## config.mk

```make
export PLATFORM = sky130hd
export DESIGN_NAME = stereo_linear_resampler_unit
export DESIGN_NICKNAME = d
export VERILOG_FILES = /design/src/hdl/slru_pkg.sv /design/src/hdl/slru_ctrl.sv /design/src/hdl/slru_dp.sv /design/src/hdl/stereo_linear_resampler_unit.sv
export SDC_FILE = /design/constraint.sdc
export NUM_CORES = 2
export LEC_CHECK = 0
export BUFFER_PORTS_ARGS = -buffer_cell sky130_fd_sc_hd__buf_2
export CORE_AREA = 2 2 251 253
export DETAILED_ROUTE_END_ITERATION = 10
export DIE_AREA = 0 0 253 255
export PLACE_DENSITY = 0.77
export SKIP_CTS_REPAIR_TIMING = 1
export SLEW_MARGIN = 10
export SYNTH_ARGS = -nofsm -noshare
export SYNTH_HDL_FRONTEND = slang
export SYNTH_SLANG_ARGS = --single-unit
```

## constraint.sdc

```tcl
create_clock -name clk -period 9.5 [get_ports clk]
set_input_delay 0.95 -clock clk [delete_from_list [all_inputs] [get_ports clk]]
set_output_delay 0.95 -clock clk [all_outputs]
set_load 0.1 [all_outputs]
```

## src/hdl/slru_pkg.sv

```systemverilog
// Shared constants and control types for the stereo linear resampler.
`timescale 1ns / 1ps
`default_nettype none
package slru_pkg;

	// Field and state widths
	localparam int SAMPLE_BITS = 16;
	localparam int RATE_BITS   = 17;
	localparam int PHASE_BITS  = 18;
	localparam int DIFF_BITS   = SAMPLE_BITS + 1;
	localparam int PROD_BITS   = SAMPLE_BITS + RATE_BITS;

	// Run length limit and counter widths
	localparam int MAX_OUT   = 8;
	localparam int CNT_W     = $clog2(MAX_OUT + 1);
	localparam int DIV_STEPS = SAMPLE_BITS;
	localparam int DCNT_W    = $clog2(DIV_STEPS);

	// Register reset values
	localparam logic [RATE_BITS-1:0] IN_RATE_RESET  = 17'd22047;
	localparam logic [RATE_BITS-1:0] OUT_RATE_RESET = 17'd32000;

	// Register map: one register per 32-bit word, selected by address bit 2
	localparam int   ADDR_W       = 3;
	localparam logic REG_IN_RATE  = 1'b0;
	localparam logic REG_OUT_RATE = 1'b1;

	// Commands from the controller to the datapath
	typedef struct packed {
		logic load;
		logic scan_step;
		logic scan_end;
		logic mul;
		logic div_step;
		logic emit;
		logic commit;
	} slru_cmd_t;

	// Status from the datapath to the controller
	typedef struct packed {
		logic scan_more;
		logic scan_zero;
		logic div_done;
		logic out_free;
		logic last;
	} slru_sts_t;

endpackage
`default_nettype wire

```

## src/hdl/slru_ctrl.sv

```systemverilog
// Sequencing state machine for the stereo linear resampler.
`timescale 1ns / 1ps
`default_nettype none
module slru_ctrl (
	input  logic                clk,
	input  logic                arst_n,
	input  logic                in_valid,
	output logic                in_ready,
	input  slru_pkg::slru_sts_t sts,
	output slru_pkg::slru_cmd_t cmd
);
	import slru_pkg::*;

	typedef enum logic [5:0] {
		S_IDLE   = 6'b000001,
		S_SCAN   = 6'b000010,
		S_MUL    = 6'b000100,
		S_DIV    = 6'b001000,
		S_EMIT   = 6'b010000,
		S_COMMIT = 6'b100000
	} state_t;

	state_t state_q;
	state_t state_d;

	// Next state and command decode.
	always_comb begin
		state_d  = state_q;
		cmd      = '0;
		in_ready = 1'b0;
		unique case (state_q)
			S_IDLE: begin
				in_ready = 1'b1;
				if (in_valid) begin
					cmd.load = 1'b1;
					state_d  = S_SCAN;
				end
			end
			S_SCAN: begin
				if (sts.scan_more) begin
					cmd.scan_step = 1'b1;
				end else begin
					cmd.scan_end = 1'b1;
					state_d      = sts.scan_zero ? S_COMMIT : S_MUL;
				end
			end
			S_MUL: begin
				cmd.mul = 1'b1;
				state_d = S_DIV;
			end
			S_DIV: begin
				cmd.div_step = 1'b1;
				if (sts.div_done) begin
					state_d = S_EMIT;
				end
			end
			S_EMIT: begin
				if (sts.out_free) begin
					cmd.emit = 1'b1;
					state_d  = sts.last ? S_COMMIT : S_MUL;
				end
			end
			S_COMMIT: begin
				cmd.commit = 1'b1;
				state_d    = S_IDLE;
			end
			default: begin
				state_d = S_IDLE;
			end
		endcase
	end

	// State register.
	always_ff @(posedge clk or negedge arst_n) begin
		if (!arst_n) begin
			state_q <= S_IDLE;
		end else begin
			state_q <= state_d;
		end
	end

endmodule
`default_nettype wire

```

## src/hdl/slru_dp.sv

```systemverilog
// Datapath of the stereo linear resampler: phase, multiplier, dividers, output word.
`timescale 1ns / 1ps
`default_nettype none
module slru_dp (
	input  logic                                   clk,
	input  logic                                   arst_n,
	input  slru_pkg::slru_cmd_t                    cmd,
	output slru_pkg::slru_sts_t                    sts,
	input  logic signed [slru_pkg::SAMPLE_BITS-1:0] in_left,
	input  logic signed [slru_pkg::SAMPLE_BITS-1:0] in_right,
	input  logic        [slru_pkg::RATE_BITS-1:0]   in_rate,
	input  logic        [slru_pkg::RATE_BITS-1:0]   out_rate,
	output logic                                   out_valid,
	input  logic                                   out_ready,
	output logic signed [slru_pkg::SAMPLE_BITS-1:0] out_left,
	output logic signed [slru_pkg::SAMPLE_BITS-1:0] out_right,
	output logic                                   run_end,
	output logic                                   capped
);
	import slru_pkg::*;

	// Persistent state
	logic [SAMPLE_BITS-1:0] prev_l_q, prev_r_q;
	logic [PHASE_BITS-1:0]  phase_q;

	// Per-word working registers
	logic [SAMPLE_BITS-1:0] new_l_q, new_r_q;
	logic [SAMPLE_BITS-1:0] absd_l_q, absd_r_q;
	logic                   neg_l_q, neg_r_q;
	logic [PHASE_BITS-1:0]  wphase_q;
	logic [PHASE_BITS-1:0]  fin_q;
	logic [CNT_W-1:0]       cnt_q, total_q;
	logic                   cap_q;
	logic [RATE_BITS-1:0]   rem_l_q, rem_r_q;
	logic [SAMPLE_BITS-1:0] quo_l_q, quo_r_q;
	logic [DCNT_W-1:0]      dcnt_q;

	// Output word
	logic                   out_valid_q;
	logic [SAMPLE_BITS-1:0] out_l_q, out_r_q;
	logic                   run_end_q, capped_q;

	logic [PHASE_BITS-1:0]  out_rate_ext, in_rate_ext;
	logic                   below;
	logic [DIFF_BITS-1:0]   diff_l, diff_r, mag_l, mag_r;
	logic [PROD_BITS-1:0]   prod_l, prod_r;
	logic [RATE_BITS:0]     trial_l, trial_r;
	logic                   ge_l, ge_r;
	logic [RATE_BITS:0]     sub_l, sub_r;
	logic [DIFF_BITS-1:0]   qs_l, qs_r, sum_l, sum_r;

	assign out_rate_ext = {1'b0, out_rate};
	assign in_rate_ext  = {1'b0, in_rate};
	assign below        = wphase_q < out_rate_ext;

	// Status to the controller.
	assign sts.scan_more = below && (cnt_q < CNT_W'(MAX_OUT));
	assign sts.scan_zero = (cnt_q == '0);
	assign sts.div_done  = (dcnt_q == DCNT_W'(DIV_STEPS - 1));
	assign sts.out_free  = !out_valid_q || out_ready;
	assign sts.last      = (CNT_W'(cnt_q + 1'b1) == total_q);

	// Difference to the previous frame, split into sign and magnitude.
	assign diff_l = {in_left[SAMPLE_BITS-1], in_left} - {prev_l_q[SAMPLE_BITS-1], prev_l_q};
	assign diff_r = {in_right[SAMPLE_BITS-1], in_right} - {prev_r_q[SAMPLE_BITS-1], prev_r_q};
	assign mag_l  = diff_l[DIFF_BITS-1] ? (~diff_l + 1'b1) : diff_l;
	assign mag_r  = diff_r[DIFF_BITS-1] ? (~diff_r + 1'b1) : diff_r;

	// Magnitude times phase; the phase is below the 17-bit divisor here.
	assign prod_l = absd_l_q * wphase_q[RATE_BITS-1:0];
	assign prod_r = absd_r_q * wphase_q[RATE_BITS-1:0];

	// One restoring division step per channel.
	assign trial_l = {rem_l_q, quo_l_q[SAMPLE_BITS-1]};
	assign trial_r = {rem_r_q, quo_r_q[SAMPLE_BITS-1]};
	assign ge_l    = trial_l >= {1'b0, out_rate};
	assign ge_r    = trial_r >= {1'b0, out_rate};
	assign sub_l   = trial_l - {1'b0, out_rate};
	assign sub_r   = trial_r - {1'b0, out_rate};

	// Signed quotient added to the previous sample.
	assign qs_l  = neg_l_q ? (~{1'b0, quo_l_q} + 1'b1) : {1'b0, quo_l_q};
	assign qs_r  = neg_r_q ? (~{1'b0, quo_r_q} + 1'b1) : {1'b0, quo_r_q};
	assign sum_l = {prev_l_q[SAMPLE_BITS-1], prev_l_q} + qs_l;
	assign sum_r = {prev_r_q[SAMPLE_BITS-1], prev_r_q} + qs_r;

	// Persistent state: updated once a word's run is finished.
	always_ff @(posedge clk or negedge arst_n) begin
		if (!arst_n) begin
			prev_l_q <= '0;
			prev_r_q <= '0;
			phase_q  <= '0;
		end else if (cmd.commit) begin
			prev_l_q <= new_l_q;
			prev_r_q <= new_r_q;
			phase_q  <= fin_q;
		end
	end

	// Phase walk and output counter.
	always_ff @(posedge clk or negedge arst_n) begin
		if (!arst_n) begin
			cnt_q   <= '0;
			total_q <= '0;
			cap_q   <= 1'b0;
		end else begin
			if (cmd.load || cmd.scan_end) begin
				cnt_q <= '0;
			end else if (cmd.scan_step || cmd.emit) begin
				cnt_q <= CNT_W'(cnt_q + 1'b1);
			end
			if (cmd.scan_end) begin
				total_q <= cnt_q;
				cap_q   <= below;
			end
		end
	end

	// Working phase and the phase left for the next word.
	always_ff @(posedge clk) begin
		if (cmd.load || cmd.scan_end) begin
			wphase_q <= phase_q;
		end else if (cmd.scan_step || cmd.emit) begin
			wphase_q <= wphase_q + in_rate_ext;
		end
		if (cmd.scan_end) begin
			fin_q <= below ? '0 : (wphase_q - out_rate_ext);
		end
	end

	// Captured frame and difference magnitudes.
	always_ff @(posedge clk) begin
		if (cmd.load) begin
			new_l_q  <= in_left;
			new_r_q  <= in_right;
			absd_l_q <= mag_l[SAMPLE_BITS-1:0];
			absd_r_q <= mag_r[SAMPLE_BITS-1:0];
			neg_l_q  <= diff_l[DIFF_BITS-1];
			neg_r_q  <= diff_r[DIFF_BITS-1];
		end
	end

	// Dividers: the upper product bits seed the remainder, the lower ones shift in.
	always_ff @(posedge clk or negedge arst_n) begin
		if (!arst_n) begin
			dcnt_q <= '0;
		end else if (cmd.mul) begin
			dcnt_q <= '0;
		end else if (cmd.div_step) begin
			dcnt_q <= DCNT_W'(dcnt_q + 1'b1);
		end
	end

	always_ff @(posedge clk) begin
		if (cmd.mul) begin
			rem_l_q <= prod_l[PROD_BITS-1:SAMPLE_BITS];
			rem_r_q <= prod_r[PROD_BITS-1:SAMPLE_BITS];
			quo_l_q <= prod_l[SAMPLE_BITS-1:0];
			quo_r_q <= prod_r[SAMPLE_BITS-1:0];
		end else if (cmd.div_step) begin
			rem_l_q <= ge_l ? sub_l[RATE_BITS-1:0] : trial_l[RATE_BITS-1:0];
			rem_r_q <= ge_r ? sub_r[RATE_BITS-1:0] : trial_r[RATE_BITS-1:0];
			quo_l_q <= {quo_l_q[SAMPLE_BITS-2:0], ge_l};
			quo_r_q <= {quo_r_q[SAMPLE_BITS-2:0], ge_r};
		end
	end

	// Output register: holds a word until the receiver takes it.
	always_ff @(posedge clk or negedge arst_n) begin
		if (!arst_n) begin
			out_valid_q <= 1'b0;
		end else if (cmd.emit) begin
			out_valid_q <= 1'b1;
		end else if (out_ready) begin
			out_valid_q <= 1'b0;
		end
	end

	always_ff @(posedge clk) begin
		if (cmd.emit) begin
			out_l_q   <= sum_l[SAMPLE_BITS-1:0];
			out_r_q   <= sum_r[SAMPLE_BITS-1:0];
			run_end_q <= sts.last;
			capped_q  <= cap_q;
		end
	end

	assign out_valid = out_valid_q;
	assign out_left  = out_l_q;
	assign out_right = out_r_q;
	assign run_end   = run_end_q;
	assign capped    = capped_q;

endmodule
`default_nettype wire

```

## src/hdl/stereo_linear_resampler_unit.sv

```systemverilog
// Top level of the stereo linear resampler: register port, controller and datapath.
//
// Usage: each word accepted on in_valid/in_ready is one stereo frame. The unit
// interpolates between the previous frame and the new one at a phase that
// advances by in_rate per output and wraps at out_rate, and returns up to eight
// words on out_valid/out_ready. run_end marks the last word of a frame's run;
// capped marks every word of a run cut at eight words with phase below out_rate.
// Sequence: the unit walks the phase, then per word runs one multiply step, a
// bit-serial divider of sixteen steps and one output step, and at the end
// stores the frame and phase.
// A stalled receiver holds the output register; the unit keeps one word
// computed behind it and waits. After the last word is loaded the unit takes
// the next frame while that word still waits.
// Reset zeroes the previous frame and phase, sets in_rate 22047, out_rate 32000.
// The user must write registers over the APB port only while idle; not enforced.
`timescale 1ns / 1ps
`default_nettype none
module stereo_linear_resampler_unit (
	input  logic                                   clk,
	input  logic                                   arst_n,
	// Register port
	input  logic                                   psel,
	input  logic                                   penable,
	input  logic                                   pwrite,
	input  logic [slru_pkg::ADDR_W-1:0]            paddr,
	input  logic [31:0]                            pwdata,
	output logic [31:0]                            prdata,
	output logic                                   pready,
	// Input frames
	input  logic                                   in_valid,
	output logic                                   in_ready,
	input  logic signed [slru_pkg::SAMPLE_BITS-1:0] in_left,
	input  logic signed [slru_pkg::SAMPLE_BITS-1:0] in_right,
	// Output frames
	output logic                                   out_valid,
	input  logic                                   out_ready,
	output logic signed [slru_pkg::SAMPLE_BITS-1:0] out_left,
	output logic signed [slru_pkg::SAMPLE_BITS-1:0] out_right,
	output logic                                   run_end,
	output logic                                   capped
);
	import slru_pkg::*;

	logic [RATE_BITS-1:0] in_rate_q, out_rate_q;
	logic                 wr_en;
	slru_cmd_t            cmd;
	slru_sts_t            sts;

	// Register writes complete in the access phase.
	assign pready = 1'b1;
	assign wr_en  = psel && penable && pwrite && pready;

	always_ff @(posedge clk or negedge arst_n) begin
		if (!arst_n) begin
			in_rate_q  <= IN_RATE_RESET;
			out_rate_q <= OUT_RATE_RESET;
		end else if (wr_en) begin
			unique case (paddr[2])
				REG_IN_RATE:  in_rate_q  <= pwdata[RATE_BITS-1:0];
				REG_OUT_RATE: out_rate_q <= pwdata[RATE_BITS-1:0];
				default:      in_rate_q  <= in_rate_q;
			endcase
		end
	end

	// Register read-back.
	always_comb begin
		unique case (paddr[2])
			REG_IN_RATE:  prdata = 32'(in_rate_q);
			REG_OUT_RATE: prdata = 32'(out_rate_q);
			default:      prdata = '0;
		endcase
	end

	slru_ctrl u_ctrl (
		.clk      (clk),
		.arst_n   (arst_n),
		.in_valid (in_valid),
		.in_ready (in_ready),
		.sts      (sts),
		.cmd      (cmd)
	);

	slru_dp u_dp (
		.clk       (clk),
		.arst_n    (arst_n),
		.cmd       (cmd),
		.sts       (sts),
		.in_left   (in_left),
		.in_right  (in_right),
		.in_rate   (in_rate_q),
		.out_rate  (out_rate_q),
		.out_valid (out_valid),
		.out_ready (out_ready),
		.out_left  (out_left),
		.out_right (out_right),
		.run_end   (run_end),
		.capped    (capped)
	);

`ifndef SYNTH
	// A new word is never taken in the cycle after one was accepted.
	a_busy_after_accept: assert property (@(posedge clk) disable iff (!arst_n)
		in_valid && in_ready |=> !in_ready)
		else $error("input accepted twice in a row");

	// The output register is only loaded when it is empty or being drained.
	a_emit_free: assert property (@(posedge clk) disable iff (!arst_n)
		cmd.emit |-> (!out_valid || out_ready))
		else $error("output word overwritten before it was taken");

	// Storing the frame always returns the unit to idle.
	a_commit_idle: assert property (@(posedge clk) disable iff (!arst_n)
		cmd.commit |=> in_ready)
		else $error("unit not idle after storing the frame");
`endif

endmodule
`default_nettype wire
```

After elaboration in Yosys (flattened, before gate mapping)
Index checks and enable logic that the tools add are counted.
Operators by class
  $lt $le $gt $ge: 4
  shift-type cells: 0
  multiplexer cells: 41
  eq/ne operators: 12
  div/mod/pow operators: 0
  reductions and logical operators: 14
  bitwise gates (word level): 5
  multiply operators: 2
  add/subtract/negate cells: 14
Operators with widths (number)
  16-bit 2-to-1 mux: 8
  17-bit 2-to-1 mux: 6
  16-bit by 17-bit multiplier with 33-bit output: 2
  16-bit by 1-bit adder with 16-bit output (second input constant): 4
  16-bit NOT: 4
  32-bit one-hot mux with 2 select lines: 1
  18-bit by 17-bit >= comparator with 1-bit output: 2
  18-bit 2-to-1 mux: 2
  6-bit 2-to-1 mux: 6
  16-bit by 16-bit subtractor with 17-bit output: 2
  17-bit subtractor: 2
  16-bit adder: 2
  6-bit one-hot mux with 5 select lines: 1
  18-bit by 17-bit adder with 18-bit output: 1
  18-bit by 17-bit < comparator with 1-bit output: 1
  18-bit by 17-bit subtractor with 18-bit output: 1
  4-bit 2-to-1 mux: 4
  1-bit 2-to-1 mux: 12
  4-bit by 1-bit adder with 4-bit output (second input constant): 2
  2-bit != test (second input constant): 4
  6-bit by 1-bit equality test with 1-bit output (second input constant): 1
  6-bit by 2-bit equality test with 1-bit output (second input constant): 1
  6-bit by 3-bit equality test with 1-bit output (second input constant): 1
  6-bit by 4-bit equality test with 1-bit output (second input constant): 1
  other kinds (14): 21
Storage, ports and cells
  output and inout port bits: 69
  word-level logic and storage cells: 119
  input bits: 74
  bits in registers: 306
  latch bits: 0
  memory bits (read-only): 0
  RAM bits: 0
  memories kept: 0

Logic depth before layout (Yosys ltp)
  depth in word-level cells: 7
  gate-level depth with buffers: 25
  gate-level depth less buffers: 23

Cells and area by module
Synthesis repeated with hierarchy kept, for this count alone.
Unflattened totals
  cell total of the unflattened synthesis: 3797
  area, all modules: 36553.8 µm²
Modules (own cells, without submodules)
  slru_dp: instances 1, area each 34439.3 µm², cells each 3641
  stereo_linear_resampler_unit: instances 1, area each 1692.9 µm², cells each 109
  slru_ctrl: instances 1, area each 421.7 µm², cells each 47

Worst setup path before layout
OpenSTA, ideal clock, no wires.
  path kind: flip-flop to flip-flop
  from: register u_dp.absd_r_q[7]
  to: register u_dp.rem_r_q[15] (data pin)
  clock period less this slack: 6525 ps
  stages on the path, launching flop included: 24
  arrival time: 6255 ps
  library setup time: 270 ps
  slack: 2975 ps
  cells stage by stage: edfxtp_1 -> clkbuf_1 -> clkbuf_1 -> nand2_1 -> fa_1 -> inv_1 -> fa_1 -> fa_1 -> fa_1 -> fa_1 -> inv_1 -> fa_1 -> inv_1 -> ha_1 -> clkbuf_1 -> a21o_1 -> a221o_1 -> a221o_1 -> or2_0 -> o22a_1 -> a31o_2 -> a221oi_2 -> xor2_1 -> a21oi_1
On the way
  cells in the longest elaborated chain, start to end: 2
RTL lines
  from (decl): line slru_dp.sv:28  | logic [SAMPLE_BITS-1:0] absd_l_q, absd_r_q;
  from (signal assigned): line slru_dp.sv:137  | absd_r_q <= mag_r[SAMPLE_BITS-1:0];
  16-bit by 17-bit multiplier with 33-bit output: line slru_dp.sv:71  | assign prod_r = absd_r_q * wphase_q[RATE_BITS-1:0];
  17-bit 2-to-1 mux: line slru_dp.sv:155  | if (cmd.mul) begin
  to (signal assigned): line slru_dp.sv:157  | rem_r_q <= prod_r[PROD_BITS-1:SAMPLE_BITS];
  to (signal assigned): line slru_dp.sv:162  | rem_r_q <= ge_r ? sub_r[RATE_BITS-1:0] : trial_r[RATE_BITS-1:0];
  to (decl): line slru_dp.sv:34  | logic [RATE_BITS-1:0] rem_l_q, rem_r_q;
Every way passes these cells.
A chain may end at the register's enable or synchronous reset.

Final worst setup path
  from: register u_dp.wphase_q[12]
  to: register u_dp.rem_l_q[14] (data pin)
On the way
  cells in the longest elaborated chain, start to end: 2
RTL lines
  from (decl): line slru_dp.sv:30  | logic [PHASE_BITS-1:0] wphase_q;
  from (signal assigned): line slru_dp.sv:122  | wphase_q <= phase_q;
  from (signal assigned): line slru_dp.sv:124  | wphase_q <= wphase_q + in_rate_ext;
  16-bit by 17-bit multiplier with 33-bit output: line slru_dp.sv:70  | assign prod_l = absd_l_q * wphase_q[RATE_BITS-1:0];
  17-bit 2-to-1 mux: line slru_dp.sv:155
  to (signal assigned): line slru_dp.sv:156  | rem_l_q <= prod_l[PROD_BITS-1:SAMPLE_BITS];
  to (signal assigned): line slru_dp.sv:161  | rem_l_q <= ge_l ? sub_l[RATE_BITS-1:0] : trial_l[RATE_BITS-1:0];
  to (decl): line slru_dp.sv:34
Every way passes these cells.

==> metrics.yaml <==
yosysMostFrequentCell: "inv_1"
grt_first_pass_wirelength_um: 147000
grtUsageMet3_pct: 4.28
drive_above_1_share_pct: 9.42
cap_violations: 0
synth_area_per_cell_um2: 9.65
grt_start_max_net_pins: 83
synth_common_cells: "558 x inv_1, 445 x nand2_1, 424 x fa_1"
grt.overflow.total: 0
final-hold-violation-count: 0
syn-cell-area_um2: 36800
ys_warn_count: 0
io_pins: 143
finalMaxSlewViolations: 0
wirelength_um: 88900
crit_start: "u_dp.wphase_q[12]"
h-tree-depth: 2
final_antenna_net_count: 0
status: "finished, final reports clean"
clock-sinks: 306
top_usage_layer: "met2"
gp_congestion: 0.896
post-route-drc-count: 0
setup_viol: 0
cp.depth: 20
dp_hpwl_um: 66700
synth_cell_types: 91
ys.flop_type: "edfxtp_1"
drtIter0Drc: 2065
cts-root-buf: "clkbuf_16"
rows: 92
crit-reg2reg-launch: "u_dp.wphase_q[12]"
use_met2_pct: 48.0
synth.top_cell.area_share_pct: 23.1
synth_top_cell_by_area: "fa_1"
cts_buffers: 36
ys_top_cells_by_area: "fa_1 23%, edfxtp_1 16%, ha_1 12%, dfrtp_1 6.0%, inv_1 5.7%"
fin_crit_ps: 7320
synth_edf_count: 202
wl_per_cell_um: 19.0
r2r_end: "u_dp.rem_l_q[14]"
ys_seq_area_share_pct: 23.6
slew_headroom_pct: 23.9
cp.arrival_ps: 7600
nNetsFinal: 4692
endpoint: "u_dp.rem_l_q[14]"
rrSetupSlack_ps: 2180
vias: 27200
crit_fanout: 18
grt_usage_pct: 28.8
cp_num_buf_inv: 4
synthArstFlopShare_pct: 34.0
startpoint_type: "flop"
setup_tns_ps: 0
antenna_found_initial: 2
viasPerCell: 5.81
initial_core_util_pct: 59.1
syn_inst: 3811
finalCritPeriodShare_pct: 77.1
fp.dieW_um: 253
tritoncts: "yes"
critical-path-slowest-cell: "edfxtp_1"
coreArea_um2: 62200
drt_pass1_iterations: 6
critPathTopFamily: "adder cells"
path_common_cell: "fa_1"
fmaxAchievable_mhz: 137
ys_ff_latch: 306
holdCritPathClass: "input pin to async pin"
ff2ff_path_depth: 20
design.die.area_um2: 64500
rsz0062_at_grt: "false"
die_y_um: 255
critical_path.max_stage_delay_ps: 1060
critPathKind: "flop to flop"
antenna_cells: 0
cp.required_ps: 9770
path_cells: "buf_4 > nand2_1 > fa_1 > fa_1 > inv_1 > fa_1 > fa_1 > fa_1 > inv_1 > fa_1 > inv_1 > ha_1 > a21o_1 > a211o_1 > a21oi_1 > a21o_1 > nor3_1 > a2111oi_0 > xor2_1 > a21oi_1"
finClkSkew_ps: 39.2
endpoint_kind: "flop"
port_buffers: 109
clkLatencyLatePin_ps: 570
worstMarginPinSlew_ps: 1140
path_clk_slew_ps: 70
grt_pass1_vias: 28100
use_met1_pct: 38.7
nFillCells: 5070
area_delta_synth_final_pct: 6.30
cts_buffer_depth: 3
==> through the flow <==
step | utilization, % | instances | hold WS (ps) | cell area, um2 | setup WS, ps
after CTS | 62.9 | 4674 | 368 | 39100 | 2170
final | 62.9 | 4674 | 368 | 39100 | 2180
after floorplan | - | 3825 | 426 | 36800 | 2970
after global placement | 61.0 | 4608 | 457 | 37900 | 2260
after detailed placement | 61.0 | 4608 | 463 | 37900 | 2240
after global routing | 62.9 | 4674 | 400 | 39100 | 1750
==> sequential cells by signal, summed over array words and instances (netlist names), 4 cells and up <==
name,count
u_dp.out_right,16
u_dp.prev_l_q,16
u_dp.wphase_q,18
u_dp.new_l_q,16
u_dp.prev_r_q,16
u_dp.quo_l_q,16
u_dp.out_left,16
u_dp.phase_q,18
u_dp.absd_l_q,16
u_dp.rem_r_q,17
u_dp.new_r_q,16
u_dp.total_q,4
u_ctrl.state_q,6
u_dp.fin_q,18
u_dp.cnt_q,4
u_dp.absd_r_q,16
out_rate_q,17
in_rate_q,17
u_dp.rem_l_q,17
u_dp.dcnt_q,4
u_dp.quo_r_q,16
==> layout make-up <==
cell class                      count  area (um2)  area share (%)
Inverter                          559        2100            5.37
Clock inverter                     12         101           0.259
Multi-Input combinational cell   2805       25400            64.9
Tap cell                          799        1000            2.56
Sequential cell                   306        8690            22.2
Timing Repair Buffer              139         773            1.98
Clock buffer                       54        1040            2.66
==> kinds of logic (layout without fill, tap and decap cells) <==
| group | Yosys count | in the layout | synth area share, % |
|---|---|---|---|
| adders and majority gates | 771 | 771 | 34.9 |
| other | 2 | 16 | 0.0204 |
| DFF | 306 | 306 | 23.6 |
| xor gates and xnor gates | 218 | 218 | 5.19 |
| muxes | 139 | 139 | 4.20 |
| buffers and inverters | 714 | 764 | 7.50 |
| AOI/OAI and AO/OA | 559 | 559 | 9.79 |
| and+or+nand+nor | 1102 | 1102 | 14.8 |
==> metal layers <==
layer | wire, um | up-vias
met2 | 42000 | 907
met4 | 3280 | 2
met1 | 37300 | 13500
met5 | 12 | -
met3 | 6320 | 182
li1 | - | 12600
==> cell usage in the layout (no fill, tap or decap), types with 9 or more instances in the layout <==
cell	synthesis	layout
a2111oi_0	9	9
a211oi_1	10	10
a21o_1	79	79
a21oi_1	145	145
a31oi_1	14	14
and2_1	250	250
and3_1	22	22
buf_2	5	108
buf_4	17	31
clkbuf_1	122	13
clkbuf_16	0	38
conb_1	2	16
dfrtp_1	88	88
dfstp_2	16	16
edfxtp_1	202	202
fa_1	424	424
ha_1	347	347
inv_1	558	557
mux2_2	116	116
mux2i_1	17	17
nand2_1	445	444
nand2b_1	30	30
nand3_1	37	37
nand3b_1	9	9
nand4_1	20	20
nor2_1	141	141
nor2b_1	28	28
nor3_1	49	49
o211ai_1	14	14
o21a_1	24	24
o21ai_0	141	141
o21ai_1	11	11
o21bai_1	15	15
o31ai_1	13	13
o41ai_1	11	11
or2_2	13	13
or3_1	14	14
xnor2_1	134	134
xor2_1	84	84
==> worst min path at each step <==
stage                      from  cells after the start  slack [ps]                end
6_report                 arst_n                      1         370     u_dp.out_valid
4_1_cts                  arst_n                      1         370     u_dp.out_valid
2_1_floorplan        u_dp.cap_q                      0         430        u_dp.capped
3_5_place_dp    u_dp.new_r_q[1]                      1         460   u_dp.prev_r_q[1]
5_1_grt                  arst_n                      1         400     u_dp.out_valid
3_3_place_gp   u_dp.new_l_q[13]                      1         460  u_dp.prev_l_q[13]
Power is not shown: default switching activity piles up to over one toggle a cycle in this logic, so the estimate is an artifact.
